**config.mk**
```make
export PLATFORM = sky130hd
export DESIGN_NAME = charger_display_frame_parser
export DESIGN_NICKNAME = d
export VERILOG_FILES = /design/src/hw/rtl/cdfp_pkg.sv /design/src/hw/rtl/cdfp_decode.sv /design/src/hw/rtl/charger_display_frame_parser.sv
export SDC_FILE = /design/constraint.sdc
export NUM_CORES = 1
export LEC_CHECK = 0
export ABC_AREA = 1
export BUFFER_PORTS_ARGS = -buffer_cell sky130_fd_sc_hd__buf_2
export CELL_PAD_IN_SITES_DETAIL_PLACEMENT = 0
export CELL_PAD_IN_SITES_GLOBAL_PLACEMENT = 1
export CORE_MARGIN = 4
export CORE_UTILIZATION = 30
export DETAILED_ROUTE_END_ITERATION = 8
export PLACE_DENSITY = 0.58
export SYNTH_ARGS = -nofsm -noshare
export SYNTH_HDL_FRONTEND = slang
export SYNTH_SLANG_ARGS = --single-unit
```
**constraint.sdc**
```tcl
create_clock -name i_clk -period 12.35 [get_ports i_clk]
set_input_delay 0.6175 -clock i_clk [delete_from_list [all_inputs] [get_ports i_clk]]
set_output_delay 0.6175 -clock i_clk [all_outputs]
set_load 0.01 [all_outputs]
```
**src/hw/rtl/cdfp_pkg.sv**
```systemverilog
package cdfp_pkg;

    localparam int unsigned FrameLen  = 15;
    localparam int unsigned BodyLen   = FrameLen - 1;
    localparam int unsigned ModeCount = 8;

    localparam logic [7:0] StartByte     = 8'hAA;
    localparam logic [7:0] DeviceDefault = 8'h1A;
    localparam logic [3:0] PhaseMask     = 4'h0F;
    localparam logic [2:0] PhaseLast     = 3'd3;
    localparam logic [2:0] PhaseNone     = 3'd4;
    localparam logic [3:0] ModeNone      = 4'd8;

    localparam logic [3:0] PosHunt  = 4'd0;
    localparam logic [3:0] PosFinal = 4'd15;

    localparam logic [7:0] ModeCodes [ModeCount] = '{
        8'h35, 8'h22, 8'h2F, 8'h50, 8'h52, 8'h54, 8'h56, 8'h58
    };

    typedef logic [7:0] t_byte;
    typedef t_byte t_body [BodyLen];

    localparam logic STATUS_ACCEPTED     = 1'b0;
    localparam logic STATUS_WRONG_DEVICE = 1'b1;

    typedef struct packed {
        logic        frame_status;
        logic        checksum_ok;
        logic [15:0] battery_voltage;
        logic [15:0] panel_voltage;
        logic [15:0] panel_current;
        logic [7:0]  controller_temperature;
        logic [2:0]  charge_phase;
        logic [3:0]  charge_mode;
        logic [7:0]  controller_status;
        logic [7:0]  flags_first;
        logic [7:0]  flags_second;
        logic [7:0]  flags_third;
    } t_result;

endpackage

```
**src/hw/rtl/cdfp_decode.sv**
```systemverilog
module cdfp_decode (
    input  cdfp_pkg::t_body   i_body,
    input  cdfp_pkg::t_byte   i_check_byte,
    input  cdfp_pkg::t_byte   i_running_xor,
    input  cdfp_pkg::t_byte   i_expected_device,
    input  logic [2:0]        i_last_phase,
    input  logic [3:0]        i_last_mode,
    output cdfp_pkg::t_result o_result,
    output logic [2:0]        o_next_phase,
    output logic [3:0]        o_next_mode
);
    import cdfp_pkg::*;

    logic       accepted;
    logic [3:0] phase_code;

    // The first matching mode code wins; an unknown code keeps the last mode.
    always_comb begin
        accepted     = (i_body[0] == i_expected_device);
        phase_code   = i_body[12][3:0] & PhaseMask;
        o_next_phase = i_last_phase;
        o_next_mode  = i_last_mode;
        if (accepted) begin
            if (phase_code <= {1'b0, PhaseLast}) begin
                o_next_phase = phase_code[2:0];
            end
            for (int k = ModeCount - 1; k >= 0; k--) begin
                if (i_body[11] == ModeCodes[k]) begin
                    o_next_mode = 4'(k);
                end
            end
        end
    end

    always_comb begin
        o_result              = '0;
        o_result.frame_status = accepted ? STATUS_ACCEPTED : STATUS_WRONG_DEVICE;
        o_result.checksum_ok  = (i_running_xor == i_check_byte);
        if (accepted) begin
            o_result.battery_voltage        = {i_body[2], i_body[1]};
            o_result.panel_voltage          = {i_body[4], i_body[3]};
            o_result.panel_current          = {i_body[6], i_body[5]};
            o_result.controller_temperature = i_body[10];
            o_result.controller_status      = i_body[13];
            o_result.flags_first            = i_body[7];
            o_result.flags_second           = i_body[8];
            o_result.flags_third            = i_body[9];
        end
        o_result.charge_phase = o_next_phase;
        o_result.charge_mode  = o_next_mode;
    end

endmodule

```
**src/hw/rtl/charger_display_frame_parser.sv**
```systemverilog
// Frame parser for a charger display link.
// The receive channel (i_rx_valid, o_rx_stall, i_rx_byte) carries one serial
// byte per transaction. Bytes are dropped until the start byte 0xAA, and the
// next fifteen bytes form one frame.
// The result channel (o_res_valid, i_res_stall and the field ports) carries
// one transaction for each completed frame.
// A byte is registered in the input register when it is accepted; the result
// register loads when the byte that completes a frame advances, which waits
// while a valid result is stalled. One byte can be accepted in every cycle
// unless a completed frame waits on a stalled result; throughput is set by
// the single input register, which frees once its byte has been handled.
// The expected device id is written through i_cfg_we and i_cfg_wdata; the user
// must write it only while the block is idle, which the block does not enforce.
// Reset drops any byte or result in flight, returns the parser to hunting for
// the start byte, restores the expected id and marks phase and mode as unseen.
// While the receiver stalls, a waiting result holds its value; bytes that
// produce no result keep flowing, and the byte that completes a frame waits
// in the input register, which then stalls the receive channel.
module charger_display_frame_parser (
    input  logic       i_clk,
    input  logic       i_rst_n,
    input  logic       i_cfg_we,
    input  logic [7:0] i_cfg_wdata,
    input  logic       i_rx_valid,
    output logic       o_rx_stall,
    input  logic [7:0] i_rx_byte,
    output logic       o_res_valid,
    input  logic       i_res_stall,
    output logic       o_frame_status,
    output logic       o_checksum_ok,
    output logic [15:0] o_battery_voltage,
    output logic [15:0] o_panel_voltage,
    output logic [15:0] o_panel_current,
    output logic [7:0] o_controller_temperature,
    output logic [2:0] o_charge_phase,
    output logic [3:0] o_charge_mode,
    output logic [7:0] o_controller_status,
    output logic [7:0] o_flags_first,
    output logic [7:0] o_flags_second,
    output logic [7:0] o_flags_third
);
    import cdfp_pkg::*;

    t_byte      r_expected_device;
    logic       r_in_valid;
    t_byte      r_in_byte;
    logic [3:0] r_pos;
    logic [3:0] n_pos;
    t_body      r_body;
    t_byte      r_xor;
    t_byte      n_xor;
    logic [2:0] r_last_phase;
    logic [3:0] r_last_mode;
    logic       r_res_valid;
    t_result    r_result;

    t_result    dec_result;
    logic [2:0] dec_phase;
    logic [3:0] dec_mode;
    logic       emit;
    logic       advance;
    logic       rx_take;

    cdfp_decode u_decode (
        .i_body            (r_body),
        .i_check_byte      (r_in_byte),
        .i_running_xor     (r_xor),
        .i_expected_device (r_expected_device),
        .i_last_phase      (r_last_phase),
        .i_last_mode       (r_last_mode),
        .o_result          (dec_result),
        .o_next_phase      (dec_phase),
        .o_next_mode       (dec_mode)
    );

    always_comb begin
        emit    = r_in_valid && (r_pos == PosFinal);
        advance = r_in_valid && (!emit || !r_res_valid || !i_res_stall);
        rx_take = i_rx_valid && !o_rx_stall;
        n_pos   = r_pos;
        n_xor   = r_xor;
        if (r_pos == PosHunt) begin
            if (r_in_byte == StartByte) begin
                n_pos = 4'd1;
                n_xor = '0;
            end
        end else if (r_pos == PosFinal) begin
            n_pos = PosHunt;
        end else begin
            n_pos = r_pos + 4'd1;
            n_xor = r_xor ^ r_in_byte;
        end
    end

    assign o_rx_stall = r_in_valid && !advance;

    always_ff @(posedge i_clk) begin
        if (!i_rst_n) begin
            r_expected_device <= DeviceDefault;
            r_in_valid        <= 1'b0;
            r_pos             <= PosHunt;
            r_xor             <= '0;
            r_last_phase      <= PhaseNone;
            r_last_mode       <= ModeNone;
            r_res_valid       <= 1'b0;
        end else begin
            if (i_cfg_we) begin
                r_expected_device <= i_cfg_wdata;
            end
            if (advance || !r_in_valid) begin
                r_in_valid <= rx_take;
            end
            if (advance) begin
                r_pos <= n_pos;
                r_xor <= n_xor;
                if (emit) begin
                    r_last_phase <= dec_phase;
                    r_last_mode  <= dec_mode;
                end
            end
            if (advance && emit) begin
                r_res_valid <= 1'b1;
            end else if (!i_res_stall) begin
                r_res_valid <= 1'b0;
            end
        end
    end

    always_ff @(posedge i_clk) begin
        if (rx_take) begin
            r_in_byte <= i_rx_byte;
        end
        if (advance && (r_pos != PosHunt) && (r_pos != PosFinal)) begin
            for (int k = 0; k < BodyLen - 1; k++) begin
                r_body[k] <= r_body[k + 1];
            end
            r_body[BodyLen - 1] <= r_in_byte;
        end
        if (advance && emit) begin
            r_result <= dec_result;
        end
    end

    assign o_res_valid              = r_res_valid;
    assign o_frame_status           = r_result.frame_status;
    assign o_checksum_ok            = r_result.checksum_ok;
    assign o_battery_voltage        = r_result.battery_voltage;
    assign o_panel_voltage          = r_result.panel_voltage;
    assign o_panel_current          = r_result.panel_current;
    assign o_controller_temperature = r_result.controller_temperature;
    assign o_charge_phase           = r_result.charge_phase;
    assign o_charge_mode            = r_result.charge_mode;
    assign o_controller_status      = r_result.controller_status;
    assign o_flags_first            = r_result.flags_first;
    assign o_flags_second           = r_result.flags_second;
    assign o_flags_third            = r_result.flags_third;

endmodule
```
; ---- After elaboration in Yosys (flattened, before gate mapping)
; Cells that the tools add are included.
; Widths: inputs -> output; s select.
[op_classes]
order_cmp = 1
mux = 20
n_reduce_logical = 21
bitwise = 1
n_eq_ne = 16
addsub = 1
[ops]
columns = op, n
row1 = $mux 4, 12
row2 = $eq 8x7->1 const B, 5
row3 = $eq 8x6->1 const B, 3
row4 = $mux 8, 3
row5 = $eq 8x8->1, 2
row6 = $eq 8x8->1 const B, 1
row7 = $xor 8x8->8, 1
row8 = $logic_and 1x1->1, 7
row9 = $logic_not 1->1, 6
row10 = $mux 3, 2
row11 = $add 4x1->4 const B, 1
row12 = $eq 4x4->1 const B, 1
row13 = $le 4x2->1 const B, 1
row14 = $logic_not 4->1, 1
row15 = $ne 2x1->1 const B, 2
row16 = $ne 4x4->1 const B, 1
row17 = $reduce_and 2->1, 2
row18 = $reduce_bool 4->1, 1
row19 = $logic_or 1x1->1, 3
row20 = $mux 1, 3
row21 = $reduce_and 3->1, 1
row22 = $ne 2x2->1 const B, 1
[totals]
ff_bits = 246
input_bits = 21
word_cells = 94
output_inout_bits = 99

; ---- Logic depth before layout (Yosys ltp)
[depth]
word_depth = 10
mapped_depth = 15
ltp_nobuf = 15

; ---- By module
; A second synthesis with hierarchy kept.
[unflattened]
hier_cells = 704
hier_area_um2 = 9390.3
[by_module_without_submodules]
columns = module, area_per_inst_um2, seq_area_each_um2, cells_per_inst, instances
row1 = charger_display_frame_parser, 7928.9, 7096.8, 421, 1
row2 = cdfp_decode, 1461.4, 0.0, 283, 1

; ---- Worst setup path after synthesis
; No wires, ideal clock.
[synth_timing]
path_type = register to register
start = register r_pos[0]
end = register r_body[0] in the netlist's numbering, enable pin
setup_ns = 0.722
n_path_buf = 1
slack_ns = 3.013
stages_incl_launch_ff = 7
t_arrival_ns = 8.615
required_time_ns = 11.628
synth_period_minus_slack_ns = 9.337
cell_sequence = dfxtp_1 inv_1 ha_1 nand2_1 inv_1 clkbuf_1 nor3_1
[synth_via]
elab_chain_len = 8
elab_cells_between_ends = 10
cone_classes = 2 x eq/ne / 8 x reduce/logical
[synth_rtl]
columns = element, line
row1 = from (decl), charger_display_frame_parser.sv:47  ; logic [3:0] r_pos;
row2 = from (signal assigned), charger_display_frame_parser.sv:101  ; r_pos <= PosHunt;
row3 = from (signal assigned), charger_display_frame_parser.sv:114  ; r_pos <= n_pos;
row4 = $eq 4x4->1, charger_display_frame_parser.sv:77  ; emit = r_in_valid && (r_pos == PosFinal);
row5 = $logic_and 1x1->1, charger_display_frame_parser.sv:77
row6 = $logic_not 1->1, charger_display_frame_parser.sv:78  ; advance = r_in_valid && (!emit || !r_res_valid || !i_res_stall);
row7 = $logic_or 1x1->1 (2 in series), charger_display_frame_parser.sv:78
row8 = $logic_and 1x1->1, charger_display_frame_parser.sv:78
row9 = $logic_and 1x1->1, charger_display_frame_parser.sv:133  ; if (advance && (r_pos != PosHunt) && (r_pos != PosFinal)) begin
row10 = $logic_and 1x1->1 (*), charger_display_frame_parser.sv:133
row11 = "to (signal, indexed assignment)", charger_display_frame_parser.sv:135  ; r_body[k] <= r_body[k + 1];
row12 = "to (signal, indexed assignment)", charger_display_frame_parser.sv:137  ; r_body[BodyLen - 1] <= r_in_byte;
row13 = to (decl), charger_display_frame_parser.sv:49  ; t_body r_body;
; Every way passes the cells marked *; elsewhere a longest branch is shown, timed or not.
; A chain may end at the register's enable or synchronous reset.

; ---- Worst setup path in the final report
[layout_timing]
start = register r_pos[0]
end = register r_last_mode[1]
[layout_via]
elab_chain_len = 7
[layout_rtl]
columns = element, line
row1 = $eq 4x4->1 (*), charger_display_frame_parser.sv:77
row2 = $logic_and 1x1->1 (*), charger_display_frame_parser.sv:77
row3 = $logic_not 1->1, charger_display_frame_parser.sv:78
row4 = $logic_or 1x1->1 (2 in series), charger_display_frame_parser.sv:78
row5 = $logic_and 1x1->1, charger_display_frame_parser.sv:78
row6 = $reduce_and 2->1 (no source line) (*), -
row7 = to (signal assigned), charger_display_frame_parser.sv:104  ; r_last_mode <= ModeNone;
row8 = to (signal assigned), charger_display_frame_parser.sv:118  ; r_last_mode <= dec_mode;
row9 = to (decl), charger_display_frame_parser.sv:53  ; logic [3:0] r_last_mode;
; Marks and branches as above.

==> results by group <==
Synth
  • Post-synthesis mux area share: 0
  • Top cells by area, synth: edfxtp_1, dfxtp_1, nor2_1
  • #FFs+latches synth: 246
  • Syn Inst Count: 654
  • Register area share after synthesis: 0.799
  • Xor-xnor portion of the synthesized cell area: 0.0138
  • Synth Area in Compound Gates: 0.0252
  • Mean Syn Cell Area: 13.6 sq um
  • Synth cell types: 25
  • Post-Synth Adder-Cell Area: 0.00282
  • Yosys top cell area share: 0.734
  • Area fraction in and, or, nand and nor cells after synthesis: 0.102
  • Syn Nets: 677
  • Largest area contributor in the netlist: edfxtp_1
  • Post-Syn Area: 8880 sq um
  • Main combinational cell family by area after synthesis: simple AND/OR/NAND/NOR gates
  • Ys Warns: 0

Cells and area
  • Area growth syn-to-layout: 21.8%
  • Fraction of layout cells with a size suffix above 1: 0.217
  • # diodes: 0
  • Nets: 814

Clocking
  • CTS tree: yes
  • Max Buffers Root-to-Sink: 3
  • H-Tree Depth: 1
  • CTS Buf Count: 26
  • Post_cts resized: 0
  • CTS clk-pin slew, worst paths: 60 ps
  • Hold Buf Count CTS: 0
  • CTS Root Cell: clkbuf_16
  • CTS sink cnt: 246
  • Worst-Skew Late Latency: 520 ps
  • Post-CTS setup buffer count: 0

STA
  • Max-slew violations: 0
  • Final clock skew: 10.2 ps
  • Slew HR: 0.294
  • Final-report hold violation count: 0
  • RSZ-0062 raised after global routing: no
  • Endpoints failing setup: 0
  • Fin crit share: 0.264
  • Setup TNS: 0 ps
  • Fin crit period: 3260 ps
  • WHS: 270 ps
  • Worst-Margin Slew: 1060 ps
  • Highest Clock Rate: 306 MHz

Status
  • Status: finished clean

Floorplan
  • FP Rows: 62
  • Die area: 32400 sq um
  • Die Y: 180 microns
  • Initial Utilization: 0.307
  • Core area: 28900 sq um
  • # IOs: 120
  • Die Wd: 180 microns

Placement
  • HPWL after DPL: 11.0 mm
  • PortBufs: 119
  • RD Place Congestion: 0.754

Detailed routing
  • DR WL/cell: 14.3 microns
  • Detailed Route Iter0 Violations: 267
  • Vias: 4858
  • Vias per cell: 4.07
  • DRC: 0
  • Pre-antenna DRT Iters: 4
  • Post-route antenna net violation count: 0
  • Wirelength, routed: 17.1 mm

Worst setup path
  • Crit path kind: reg2reg
  • Worst setup SP type: register
  • CP peak stage delay: 810 ps
  • Maximum fanout along the worst path: 67
  • Crit path arrival time: 3740 ps
  • Required time of the critical path: 12830 ps
  • Slowest cell on crit path: buf_4
  • Critical path cell sequence: ha_1 > nand2_2 > nor2_4 > nand2_2 > nor2_4 > inv_2 > nand2_2 > nor2_4 > buf_4 > inv_1 > a21oi_1 > o21ai_0 > inv_1
  • CP endpoint kind: register

Hold path
  • Hold crit path type: in2reg

Run
  • Max-cap violations: 0

GRT
  • Largest net degree at the start of global routing: 82
  • Vias in the first global route: 4831
  • Grt total ovfl: 0
  • Initial antenna violation count: 0
  • Total track usage: 0.102
  • First-pass GRT wire length: 27.0 mm

Power
  • Pleak: 4.12 nW
  • Cell area power density: 158 nW/um^2
  • Peak supply drop: 89.2 uV
[final timing paths]
check	slack, ps	cells past startpoint	start	endpoint
max	9090	13	r_pos[0]	r_last_mode[1]
min reg2reg	420	0	r_body[13]	r_body[21]
max reg2reg	9090	13	r_pos[0]	r_last_mode[1]
min	270	1	i_rx_byte[0]	r_in_byte[0]
[cell families (layout without fill, tap and decap cells)]
kind of cell               Yosys count  in the layout
buffers and inverters              132            289
and+or+nand+nor                    216            216
DFF                                246            246
AOI/OAI and AO/OA                   44             44
adders and majority gates            2              2
xor gates and xnor gates            14             14
[worst max-delay path, delay by kind of cell, from the launching register on]
kind / cells / cell delay [ps]
buf+inv: 4 / 1120
flops: 1 / 350
fa+ha+maj: 1 / 230
simple gates: 6 / 1200
compound gates: 2 / 260
[power breakdown]
group | switching, mW | internal, mW | leakage, nW
clock network | 0.310 | 0.481 | 0.413
logic | 0.00964 | 0.00662 | 1.59
registers | 0.00420 | 0.898 | 2.12
total | 0.323 | 1.39 | 4.12
[metrics by stage]
| step | utilization | power, mW | std cells | instance area [sq um] | setup WS (ps) |
|---|---|---|---|---|---|
| after floorplan | - | 0.928 | 654 | 8880 | 3010 |
| after global placement | 0.344 | 0.936 | 1147 | 9940 | 8990 |
| after detailed placement | 0.344 | 0.936 | 1147 | 9940 | 8910 |
| after CTS | 0.374 | 1.74 | 1195 | 10800 | 8950 |
| after global routing | 0.374 | 1.78 | 1195 | 10800 | 8660 |
| final | 0.374 | 1.71 | 1195 | 10800 | 9090 |
[state kept, by name, indices dropped and copies added, names as in the netlist, 3 cells and up]
register	cells
o_flags_third	8
o_controller_status	8
o_flags_second	8
o_controller_temperature	8
o_panel_current	16
o_panel_voltage	16
o_battery_voltage	16
o_charge_mode	4
r_body	112
r_expected_device	8
r_pos	4
r_last_phase	3
o_flags_first	8
r_in_byte	8
o_charge_phase	3
r_xor	8
r_last_mode	4
[final cells by class]
type	instances	area [sq um]
fillers	2788	18100
clock buffers	37	702
repair buffers	123	626
inverters	118	443
flip-flops and latches	246	7100
clock inverters	11	173
well taps	384	480
multi-input cells	276	1300
[metal layers]
metal / global-route usage / vias up / wire length (microns) / part of all wire
met5: 0 / - / 0 / 0
met4: 0.0239 / 0 / 337 / 0.020
met3: 0.0305 / 29 / 1130 / 0.066
met2: 0.159 / 129 / 7620 / 0.45
met1: 0.144 / 2253 / 8010 / 0.47
li1: - / 2447 / - / -
[Yosys cell counts (all sizes together)]
library cell	instances
nor3	6
ha	2
edfxtp	217
clkinv	2
nand3	17
dfxtp	29
clkbuf	10
nor2	127
inv	116
xor2	2
buf	4
o21ai	32
or2	1
xnor2	12
nand2	56
nand4	9
a21oi	12
[placed cells by master (no fill, tap or decap), types with 10 or more instances in the layout]
cell	count
nand3_1	17
inv_1	115
edfxtp_1	217
clkbuf_1	10
xnor2_1	12
a21oi_1	12
o21ai_0	23
nand2_1	52
dfxtp_1	29
clkbuf_16	26
nor2_1	120
buf_2	119
Power figures use the tool's default switching activity.
